`src/sv/fcsr_pkg.sv`:
```
// Shared types and constants of the filled-circle span rasterizer.
// No dependencies; every other file of the block imports this package.
`default_nettype none

package fcsr_pkg;

  // Widths of the stream payloads, padded to whole bytes.
  localparam int unsigned IN_W  = 40;
  localparam int unsigned OUT_W = 80;

  // Internal signed width of rows and columns: a 9-bit center plus or minus
  // the radius, with one sign bit to spare.
  localparam int unsigned CW = 12;

  // Midpoint decision constants.
  localparam int D_INIT = 3;
  localparam int D_DIAG = 10;
  localparam int D_AXIS = 6;

  // Job queue geometry.
  localparam int unsigned QDEPTH = 2;
  localparam int unsigned QAW    = 1;

  // One classified circle request, as it sits in the job queue.
  typedef struct packed {
    logic [15:0] colour;
    logic [4:0]  radius;
    logic [7:0]  cy;
    logic [8:0]  cx;
  } job_t;

endpackage

`default_nettype wire

```
`src/sv/fcsr_front.sv`:
```
// Front stage: accepts circle requests, unpacks them and saturates the radius.
// Depends on fcsr_pkg.
`default_nettype none

module fcsr_front
  import fcsr_pkg::*;
#(
  parameter int unsigned MAX_RADIUS = 16
) (
  input  wire logic            clk_i,
  input  wire logic            rst_ni,
  input  wire logic            s_valid_i,
  output logic                 s_ready_o,
  input  wire logic [IN_W-1:0] s_data_i,
  output logic                 m_valid_o,
  input  wire logic            m_ready_i,
  output job_t                 m_job_o
);

  localparam logic [4:0] RMax = 5'(MAX_RADIUS);

  logic valid_q, valid_d;
  job_t job_q, job_d;

  always_comb begin
    job_d.cx     = s_data_i[8:0];
    job_d.cy     = s_data_i[16:9];
    job_d.colour = s_data_i[37:22];
    // A radius beyond the supported size is clamped to the largest one.
    job_d.radius = (s_data_i[21:17] > RMax) ? RMax : s_data_i[21:17];
  end

  assign s_ready_o = !valid_q || m_ready_i;

  always_comb begin
    valid_d = valid_q;
    if (s_valid_i && s_ready_o) begin
      valid_d = 1'b1;
    end else if (m_ready_i) begin
      valid_d = 1'b0;
    end
  end

  always_ff @(posedge clk_i or negedge rst_ni) begin
    if (!rst_ni) begin
      valid_q <= 1'b0;
    end else begin
      valid_q <= valid_d;
    end
  end

  always_ff @(posedge clk_i) begin
    if (s_valid_i && s_ready_o) begin
      job_q <= job_d;
    end
  end

  assign m_valid_o = valid_q;
  assign m_job_o   = job_q;

endmodule

`default_nettype wire

```
`src/sv/fcsr_job_fifo.sv`:
```
// Short job queue between the request front end and the span walker.
// Depends on fcsr_pkg.
`default_nettype none

module fcsr_job_fifo
  import fcsr_pkg::*;
(
  input  wire logic clk_i,
  input  wire logic rst_ni,
  input  wire logic wr_valid_i,
  output logic      wr_ready_o,
  input  wire job_t wr_job_i,
  output logic      rd_valid_o,
  input  wire logic rd_ready_i,
  output job_t      rd_job_o
);

  job_t            slots_q [QDEPTH];
  logic [QAW-1:0]  wr_ptr_q, wr_ptr_d;
  logic [QAW-1:0]  rd_ptr_q, rd_ptr_d;
  logic [QAW:0]    count_q, count_d;
  logic            push, pop;

  assign wr_ready_o = (count_q != (QAW+1)'(QDEPTH));
  assign rd_valid_o = (count_q != '0);
  assign push       = wr_valid_i && wr_ready_o;
  assign pop        = rd_valid_o && rd_ready_i;
  assign rd_job_o   = slots_q[rd_ptr_q];

  always_comb begin
    wr_ptr_d = push ? wr_ptr_q + 1'b1 : wr_ptr_q;
    rd_ptr_d = pop ? rd_ptr_q + 1'b1 : rd_ptr_q;
    count_d  = count_q;
    if (push && !pop) begin
      count_d = count_q + 1'b1;
    end else if (pop && !push) begin
      count_d = count_q - 1'b1;
    end
  end

  always_ff @(posedge clk_i or negedge rst_ni) begin
    if (!rst_ni) begin
      wr_ptr_q <= '0;
      rd_ptr_q <= '0;
      count_q  <= '0;
    end else begin
      wr_ptr_q <= wr_ptr_d;
      rd_ptr_q <= rd_ptr_d;
      count_q  <= count_d;
    end
  end

  always_ff @(posedge clk_i) begin
    if (push) begin
      slots_q[wr_ptr_q] <= wr_job_i;
    end
  end

endmodule

`default_nettype wire

```
`src/sv/fcsr_walker.sv`:
```
// Back end: walks the midpoint circle of one job and emits one span per cycle
// into an output register while that register is free. Depends on fcsr_pkg.
`default_nettype none

module fcsr_walker
  import fcsr_pkg::*;
#(
  parameter int unsigned MAX_RADIUS = 16
) (
  input  wire logic             clk_i,
  input  wire logic             rst_ni,
  input  wire logic [31:0]      frame_base_i,
  input  wire logic             job_valid_i,
  output logic                  job_ready_o,
  input  wire job_t             job_i,
  output logic                  m_valid_o,
  input  wire logic             m_ready_i,
  output logic [OUT_W-1:0]      m_data_o,
  output logic                  m_last_o
);

  // x runs up to about 0.71 of the radius, y from the radius down to -1.
  localparam int unsigned XYW = $clog2(MAX_RADIUS + 2) + 1;
  localparam int unsigned DW  = XYW + 5;

  typedef enum logic {
    ST_IDLE,
    ST_RUN
  } state_e;

  state_e                 state_q;
  logic signed [XYW-1:0]  x_q, y_q;
  logic signed [DW-1:0]   d_q;
  logic [1:0]             phase_q;
  logic [8:0]             cx_q;
  logic [7:0]             cy_q;
  logic [15:0]            colour_q;
  logic                   out_valid_q;
  logic [OUT_W-1:0]       out_data_q;
  logic                   out_last_q;

  logic                   slot_free;
  logic signed [CW-1:0]   xe, ye, cxe, cye, reach, off;
  logic signed [CW-1:0]   row, col_a, col_b, left;
  logic [CW-1:0]          span_len;
  logic [31:0]            row32, left32, addr;
  logic                   more;
  logic signed [XYW-1:0]  x_n, y_n;
  logic signed [DW-1:0]   xd_n, yd_n, d_n, d_init;
  logic [OUT_W-1:0]       span_data;

  assign slot_free   = !out_valid_q || m_ready_i;
  assign job_ready_o = (state_q == ST_IDLE);

  // Span geometry. Phases 0 and 1 use rows cy+y and cy-y over half-width x,
  // phases 2 and 3 use rows cy+x and cy-x over half-width y.
  always_comb begin
    xe    = {{(CW-XYW){x_q[XYW-1]}}, x_q};
    ye    = {{(CW-XYW){y_q[XYW-1]}}, y_q};
    cxe   = {{(CW-9){1'b0}}, cx_q};
    cye   = {{(CW-8){1'b0}}, cy_q};
    reach = phase_q[1] ? ye : xe;
    off   = phase_q[1] ? xe : ye;
    row   = phase_q[0] ? (cye - off) : (cye + off);
    col_a = cxe - reach;
    col_b = cxe + reach;
    if (col_a < col_b) begin
      left     = col_a;
      span_len = col_b - col_a;
    end else begin
      left     = col_b;
      span_len = col_a - col_b;
    end
    row32  = {{(32-CW){row[CW-1]}}, row};
    left32 = {{(32-CW){left[CW-1]}}, left};
    addr   = frame_base_i + (row32 << 10) + (left32 << 1);
    span_data = {6'b0, colour_q, addr, span_len[5:0], left[9:0], row[9:0]};
  end

  // Midpoint step taken after the last span of a point.
  always_comb begin
    more  = (y_q >= x_q);
    x_n   = x_q + 1'b1;
    y_n   = (d_q > 0) ? (y_q - 1'b1) : y_q;
    xd_n  = {{(DW-XYW){x_n[XYW-1]}}, x_n};
    yd_n  = {{(DW-XYW){y_n[XYW-1]}}, y_n};
    if (d_q > 0) begin
      d_n = d_q + ((xd_n - yd_n) <<< 2) + $signed(DW'(D_DIAG));
    end else begin
      d_n = d_q + (xd_n <<< 2) + $signed(DW'(D_AXIS));
    end
    d_init = $signed(DW'(D_INIT)) - $signed(DW'(job_i.radius) << 1);
  end

  always_ff @(posedge clk_i or negedge rst_ni) begin
    if (!rst_ni) begin
      state_q     <= ST_IDLE;
      phase_q     <= '0;
      out_valid_q <= 1'b0;
      out_data_q  <= '0;
      out_last_q  <= 1'b0;
    end else begin
      if (m_ready_i) begin
        out_valid_q <= 1'b0;
      end
      case (state_q)
        ST_IDLE: begin
          if (job_valid_i) begin
            state_q <= ST_RUN;
            phase_q <= '0;
          end
        end
        ST_RUN: begin
          if (slot_free) begin
            out_valid_q <= 1'b1;
            out_data_q  <= span_data;
            out_last_q  <= (phase_q == 2'd3) && !more;
            phase_q     <= phase_q + 1'b1;
            if ((phase_q == 2'd3) && !more) begin
              state_q <= ST_IDLE;
            end
          end
        end
        default: begin
          state_q <= ST_IDLE;
        end
      endcase
    end
  end

  always_ff @(posedge clk_i) begin
    if ((state_q == ST_IDLE) && job_valid_i) begin
      cx_q     <= job_i.cx;
      cy_q     <= job_i.cy;
      colour_q <= job_i.colour;
      x_q      <= '0;
      y_q      <= XYW'(job_i.radius);
      d_q      <= d_init;
    end else if ((state_q == ST_RUN) && slot_free) begin
      if ((phase_q == 2'd3) && more) begin
        x_q <= x_n;
        y_q <= y_n;
        d_q <= d_n;
      end
    end
  end

  assign m_valid_o = out_valid_q;
  assign m_data_o  = out_data_q;
  assign m_last_o  = out_last_q;

endmodule

`default_nettype wire

```
`src/sv/filled_circle_span_rasterizer.sv`:
```
// Top level of the filled-circle span rasterizer: frame base register, front
// end, job queue and span walker. Depends on fcsr_pkg and the fcsr_* modules.
`default_nettype none

// A request carries a circle center, a radius and an RGB565 colour; the block
// answers with the horizontal spans that fill the circle, four per point of
// the midpoint circle walk, the last one flagged by tlast. Each span gives its
// row, leftmost column, length (the right end pixel is not included), its
// frame byte address frame_base + (row << 10) + (left << 1) and the colour.
// Rows and columns are not clipped; a radius above MAX_RADIUS is clamped.
// Timing: the span walker produces one span per cycle into its output
// register while that register is free to take it, and it loads the next
// job only once it has emitted the last span of the current one. The front
// end and the two-entry job queue take new requests while the walker is busy;
// a stalled output holds the walker and, once the queue and front end are full,
// new requests. frame_base is written through the configuration channel,
// which is always ready; it must only change while no circle is in flight.

module filled_circle_span_rasterizer
  import fcsr_pkg::*;
#(
  parameter int unsigned MAX_RADIUS = 16
) (
  input  wire logic             clk_i,
  input  wire logic             rst_ni,
  // Configuration channel: frame_base write data.
  input  wire logic             cfg_valid_i,
  output logic                  cfg_ready_o,
  input  wire logic [31:0]      cfg_data_i,
  // Circle requests.
  input  wire logic             s_axis_tvalid,
  output logic                  s_axis_tready,
  // center_x [8:0], center_y [16:9], radius [21:17], fill_colour [37:22]
  input  wire logic [IN_W-1:0]  s_axis_tdata,
  // Span results.
  output logic                  m_axis_tvalid,
  input  wire logic             m_axis_tready,
  // span_row [9:0], span_left [19:10], span_length [25:20],
  // span_address [57:26], span_colour [73:58]
  output logic [OUT_W-1:0]      m_axis_tdata,
  output logic                  m_axis_tlast
);

  logic [31:0] frame_base_q;

  logic front_valid, front_ready;
  job_t front_job;
  logic queue_valid, queue_ready;
  job_t queue_job;

  // The base register takes every request on the configuration channel.
  assign cfg_ready_o = 1'b1;

  always_ff @(posedge clk_i or negedge rst_ni) begin
    if (!rst_ni) begin
      frame_base_q <= '0;
    end else if (cfg_valid_i) begin
      frame_base_q <= cfg_data_i;
    end
  end

  fcsr_front #(
    .MAX_RADIUS(MAX_RADIUS)
  ) u_front (
    .clk_i    (clk_i),
    .rst_ni   (rst_ni),
    .s_valid_i(s_axis_tvalid),
    .s_ready_o(s_axis_tready),
    .s_data_i (s_axis_tdata),
    .m_valid_o(front_valid),
    .m_ready_i(front_ready),
    .m_job_o  (front_job)
  );

  fcsr_job_fifo u_queue (
    .clk_i     (clk_i),
    .rst_ni    (rst_ni),
    .wr_valid_i(front_valid),
    .wr_ready_o(front_ready),
    .wr_job_i  (front_job),
    .rd_valid_o(queue_valid),
    .rd_ready_i(queue_ready),
    .rd_job_o  (queue_job)
  );

  fcsr_walker #(
    .MAX_RADIUS(MAX_RADIUS)
  ) u_walker (
    .clk_i       (clk_i),
    .rst_ni      (rst_ni),
    .frame_base_i(frame_base_q),
    .job_valid_i (queue_valid),
    .job_ready_o (queue_ready),
    .job_i       (queue_job),
    .m_valid_o   (m_axis_tvalid),
    .m_ready_i   (m_axis_tready),
    .m_data_o    (m_axis_tdata),
    .m_last_o    (m_axis_tlast)
  );

endmodule

`default_nettype wire

```
`config.mk`:
```
export PLATFORM = sky130hd
export DESIGN_NAME = filled_circle_span_rasterizer
export DESIGN_NICKNAME = d
export VERILOG_FILES = /design/src/sv/fcsr_pkg.sv /design/src/sv/fcsr_front.sv /design/src/sv/fcsr_job_fifo.sv /design/src/sv/fcsr_walker.sv /design/src/sv/filled_circle_span_rasterizer.sv
export SDC_FILE = /design/constraint.sdc
export NUM_CORES = 1
export LEC_CHECK = 0
export BUFFER_PORTS_ARGS = -buffer_cell sky130_fd_sc_hd__clkbuf_2
export CELL_PAD_IN_SITES_DETAIL_PLACEMENT = 0
export CELL_PAD_IN_SITES_GLOBAL_PLACEMENT = 1
export CORE_ASPECT_RATIO = 1.5
export CORE_MARGIN = 2
export CORE_UTILIZATION = 52
export DETAILED_ROUTE_END_ITERATION = 6
export PLACE_DENSITY_LB_ADDON = 0.05
export SLEW_MARGIN = 20
export SYNTH_ARGS = -nofsm -noshare
export SYNTH_HDL_FRONTEND = slang
export SYNTH_SLANG_ARGS = --single-unit
export TNS_END_PERCENT = 10
```
`constraint.sdc`:
```
create_clock -name clk_i -period 15 [get_ports clk_i]
set_clock_uncertainty 0.05 [all_clocks]
set_input_delay 1.5 -clock clk_i [delete_from_list [all_inputs] [get_ports clk_i]]
set_output_delay 1.5 -clock clk_i [all_outputs]
set_load 0.01 [all_outputs]
```
==> flow_summary.toml <==
[clock_tree]
max-clock-path-buffers = 3
path_clk_slew_ps = 70
cts.root.buffer_cell = "sky130_fd_sc_hd__clkbuf_16"
clock_sinks = 285
cts_setup_buffers = 0
tritoncts = "yes"
cts-resized-gates = 0
cts-hold-fix-buffers = 0
clock_latency_at_the_later_pin_of_the_worst_skew_pair_ps = 570
h_tree_depth_reported_by_cts = 1
cts_buffers = 27

[global_route]
grt.met1_usage_pct = 25.26
groute.layer.met2.usage_pct = 36.74
globalRoute.busiestLayer = "met2"
use_met3_pct = 2.218
grt_pass1_vias = 10360
number_of_antenna_violations_at_the_first_check_in_global_routing = 0
grt_pass1_wl_um = 52140
pin_count_of_the_biggest_net_entering_global_routing = 109
leftover_overflow_at_the_end_of_global_routing = 0
grtUsageTotal_pct = 20.25

[drt]
drt_drc_violations_left = 0
detail_route.wirelength_um = 31800
route.vias.total = 10330
firstDrtPassIters = 5
post_drt_via_cell_ratio = 5.219
antenna_violation_net_count_after_detailed_routing = 0
detail_route.iter0.violations = 431
final_routed_wire_length_divided_by_cell_count_um = 16.07

[sta]
slew_margin_rel_pct = 29.39
max_clock_freq_ghz = 0.1232
final_max_slew_viols = 0
finalSetupViolCount = 0
tightestPinTransition_ps = 1050
tns_ps = 0
final.period_utilization_pct = 54.13
hold_viol = 0
period_needed_ps = 8120
grt_setup_unrepaired = "false"

[layout]
num-fill-cells = 2558
seq_area_sq_mm = 0.007909
finalNetCount = 1800
antenna_cells = 0
area.growth.synth_to_final_pct = 13.15
final_layout_size_suffix_gt1_share_pct = 18.30
multi_input_area_sq_mm = 0.007277

[worst_setup_path]
timing.critical_path.arrival_ps = 8550
setup_crit_end_kind = "flop"
critPathMaxStageDelay_ps = 900
cpMostUsedCell = "sky130_fd_sc_hd__ha_1"
worst-endpoint-required_ps = 15430
worst_path_dominant_cell_family = "compound AO/OA/AOI/OAI gates"
crit_type = "flop to flop"
crit_fanout = 26
critical_path.slowest_cell = "sky130_fd_sc_hd__dfrtp_1"
cp_num_buf_inv = 1
timing.critical_path.from_type = "flop"

[synth]
synthDistinctLibCells = 67
synth.ff_latch_count = 285
dominantRegCellSynth = "sky130_fd_sc_hd__edfxtp_1"
netlist_area_sq_mm = 0.01588
yosysWarningCount = 0
synth_area_per_cell_sq_um = 11.21
postSynthCellCount = 1417
synth-edff-count = 162
async_reset_ff_share_pct = 40.70
synth-seq-area-share_pct = 49.79

[place]
dpl.hpwl_um = 23360
globalplace.congestion = 0.8189
place.port_buffers = 151

[floorplanning]
core_sq_mm = 0.03016
floorplan.initialDensity_pct = 52.66
die_area_sq_mm = 0.03198
die_h_um = 218.0
die-width_um = 146.7
boundary_pin_count = 161
rows = 78

[run]
max_cap_violations = 0

[outcome]
run_status = "finished, final reports clean"

[worst_hold_path]
holdCritPathClass = "flop to flop"
## cell type report
class / instances / share of cell area [%]
Clock inverter: 18 / 1.058
Inverter: 138 / 2.883
Clock buffer: 32 / 4.031
Multi-Input combinational cell: 948 / 40.50
Tap cell: 400 / 2.785
Timing Repair Buffer: 158 / 4.735
Sequential cell: 285 / 44.01
## cell families (layout without fill, tap and decap cells)
group	count (synthesis)	count (layout)	share of synthesized area (%)
simple gates	316	316	9.005
compound gates	285	285	11.18
flops	285	285	49.79
buf+inv	189	346	4.680
fa+ha+maj	165	165	14.42
xor+xnor	91	91	5.105
mux	84	84	5.775
other cells	2	7	0.04729
## metrics by stage
step	std cells	hold slack [ps]	area (sq um)	util [%]	worst slack, ps
final	1979	381.7	17970	59.59	6880
after global routing	1979	402.7	17970	59.59	6360
after detailed placement	1929	372.6	17050	56.53	6960
after global placement	1927	368.6	16990	56.34	7008
after floorplan	1422	364.6	15900	-	8169
after CTS	1979	380.9	17960	59.56	6921
## layout by cell type (no fill, tap or decap), types with 16 or more instances in the layout
cell,synthesis,layout
sky130_fd_sc_hd__nand2b_1,16,16
sky130_fd_sc_hd__a21o_1,25,25
sky130_fd_sc_hd__mux2_2,61,61
sky130_fd_sc_hd__nand2_1,171,170
sky130_fd_sc_hd__clkbuf_2,0,150
sky130_fd_sc_hd__dfrtp_1,116,115
sky130_fd_sc_hd__o21ai_0,110,109
sky130_fd_sc_hd__nor2_1,47,46
sky130_fd_sc_hd__xnor2_1,57,57
sky130_fd_sc_hd__xor2_1,33,33
sky130_fd_sc_hd__ha_1,135,135
sky130_fd_sc_hd__edfxtp_1,162,162
sky130_fd_sc_hd__mux2i_1,23,23
sky130_fd_sc_hd__fa_1,30,30
sky130_fd_sc_hd__a21oi_1,63,63
sky130_fd_sc_hd__inv_1,138,137
sky130_fd_sc_hd__nor2b_1,17,17
sky130_fd_sc_hd__clkbuf_16,0,27
## flip-flops by register name (all words and copies together) (netlist names)
name	count
u_queue.wr_ptr_q	1
u_walker.cy_q	8
u_front.m_job_o	38
u_walker.phase_q	2
u_walker.m_last_o	1
u_queue.count_q	2
u_walker.x_q	6
u_walker.m_valid_o	1
u_walker.colour_q	16
u_walker.y_q	6
u_queue.rd_ptr_q	1
u_walker.m_data_o	74
u_queue.slots_q	76
u_front.m_valid_o	1
frame_base_q	32
u_walker.cx_q	9
u_walker.d_q	10
u_walker.state_q	1
## path summary, 6_finish.rpt
check	end	start	slack [ps]	depth (start not counted)
worst min register to register	u_walker.m_data_o[60]	u_walker.colour_q[2]	380	2
min in group asynchronous	frame_base_q[20]	rst_ni	930	1
worst max register to register	u_walker.m_data_o[57]	u_walker.phase_q[1]	6880	26
max in group asynchronous	u_walker.m_data_o[73]	rst_ni	12610	2
worst min-delay path	u_walker.m_data_o[60]	u_walker.colour_q[2]	380	2
worst max-delay path	u_walker.m_data_o[57]	u_walker.phase_q[1]	6880	26
## worst reg2reg max path, stage by stage (launching register included)
cell,delay [ps]
sky130_fd_sc_hd__dfrtp_1,900
sky130_fd_sc_hd__mux2_2,470
sky130_fd_sc_hd__ha_1,230
sky130_fd_sc_hd__fa_1,400
sky130_fd_sc_hd__nand2b_1,100
sky130_fd_sc_hd__a21oi_1,80
sky130_fd_sc_hd__o21bai_1,140
sky130_fd_sc_hd__a21oi_1,110
sky130_fd_sc_hd__o41a_1,370
sky130_fd_sc_hd__a21oi_1,200
sky130_fd_sc_hd__xnor2_1,150
sky130_fd_sc_hd__inv_1,70
sky130_fd_sc_hd__ha_1,300
sky130_fd_sc_hd__and4_1,200
sky130_fd_sc_hd__a32oi_1,220
sky130_fd_sc_hd__a32o_1,820
sky130_fd_sc_hd__o21ai_0,350
sky130_fd_sc_hd__ha_1,410
sky130_fd_sc_hd__ha_1,330
sky130_fd_sc_hd__a211oi_1,90
sky130_fd_sc_hd__o31ai_1,890
sky130_fd_sc_hd__o2111a_1,300
sky130_fd_sc_hd__o21bai_1,110
sky130_fd_sc_hd__a31oi_1,240
sky130_fd_sc_hd__o211ai_1,140
sky130_fd_sc_hd__and3_4,200
sky130_fd_sc_hd__o31ai_2,160
## routing by layer
metal | wire (um) | vias to the layer above
li1 | - | 5198
met1 | 13560 | 4892
met2 | 16210 | 190
met3 | 1081 | 49
met4 | 942 | 0
met5 | 0 | -
## synth_stat cells, drive strengths merged (5+ instances only)
master | count | share of area (%)
nand2 | 171 | 4.0
edfxtp | 162 | 31
inv | 138 | 3.3
ha | 135 | 11
dfrtp | 116 | 18
o21ai | 111 | 3.5
a21oi | 64 | 2.1
mux2 | 61 | 4.3
xnor2 | 57 | 3.1
nor2 | 47 | 1.1
clkbuf | 37 | 0.87
xor2 | 33 | 1.8
fa | 30 | 3.8
a21o | 25 | 1.2
mux2i | 23 | 1.4
nor2b | 17 | 0.67
nand2b | 16 | 0.63
nor3 | 15 | 0.47
buf | 14 | 0.54
o21a | 12 | 0.57
nand3 | 11 | 0.35
o211ai | 11 | 0.52
or3 | 9 | 0.35
o21bai | 8 | 0.38
and2 | 7 | 0.28
and3 | 7 | 0.31
dfxtp | 7 | 0.88
o31ai | 7 | 0.36
a211oi | 6 | 0.28
a31o | 5 | 0.28
Power is left out: the tool's default activity adds up to more than one toggle a clock period on the data nets, which glitch-free logic cannot reach.
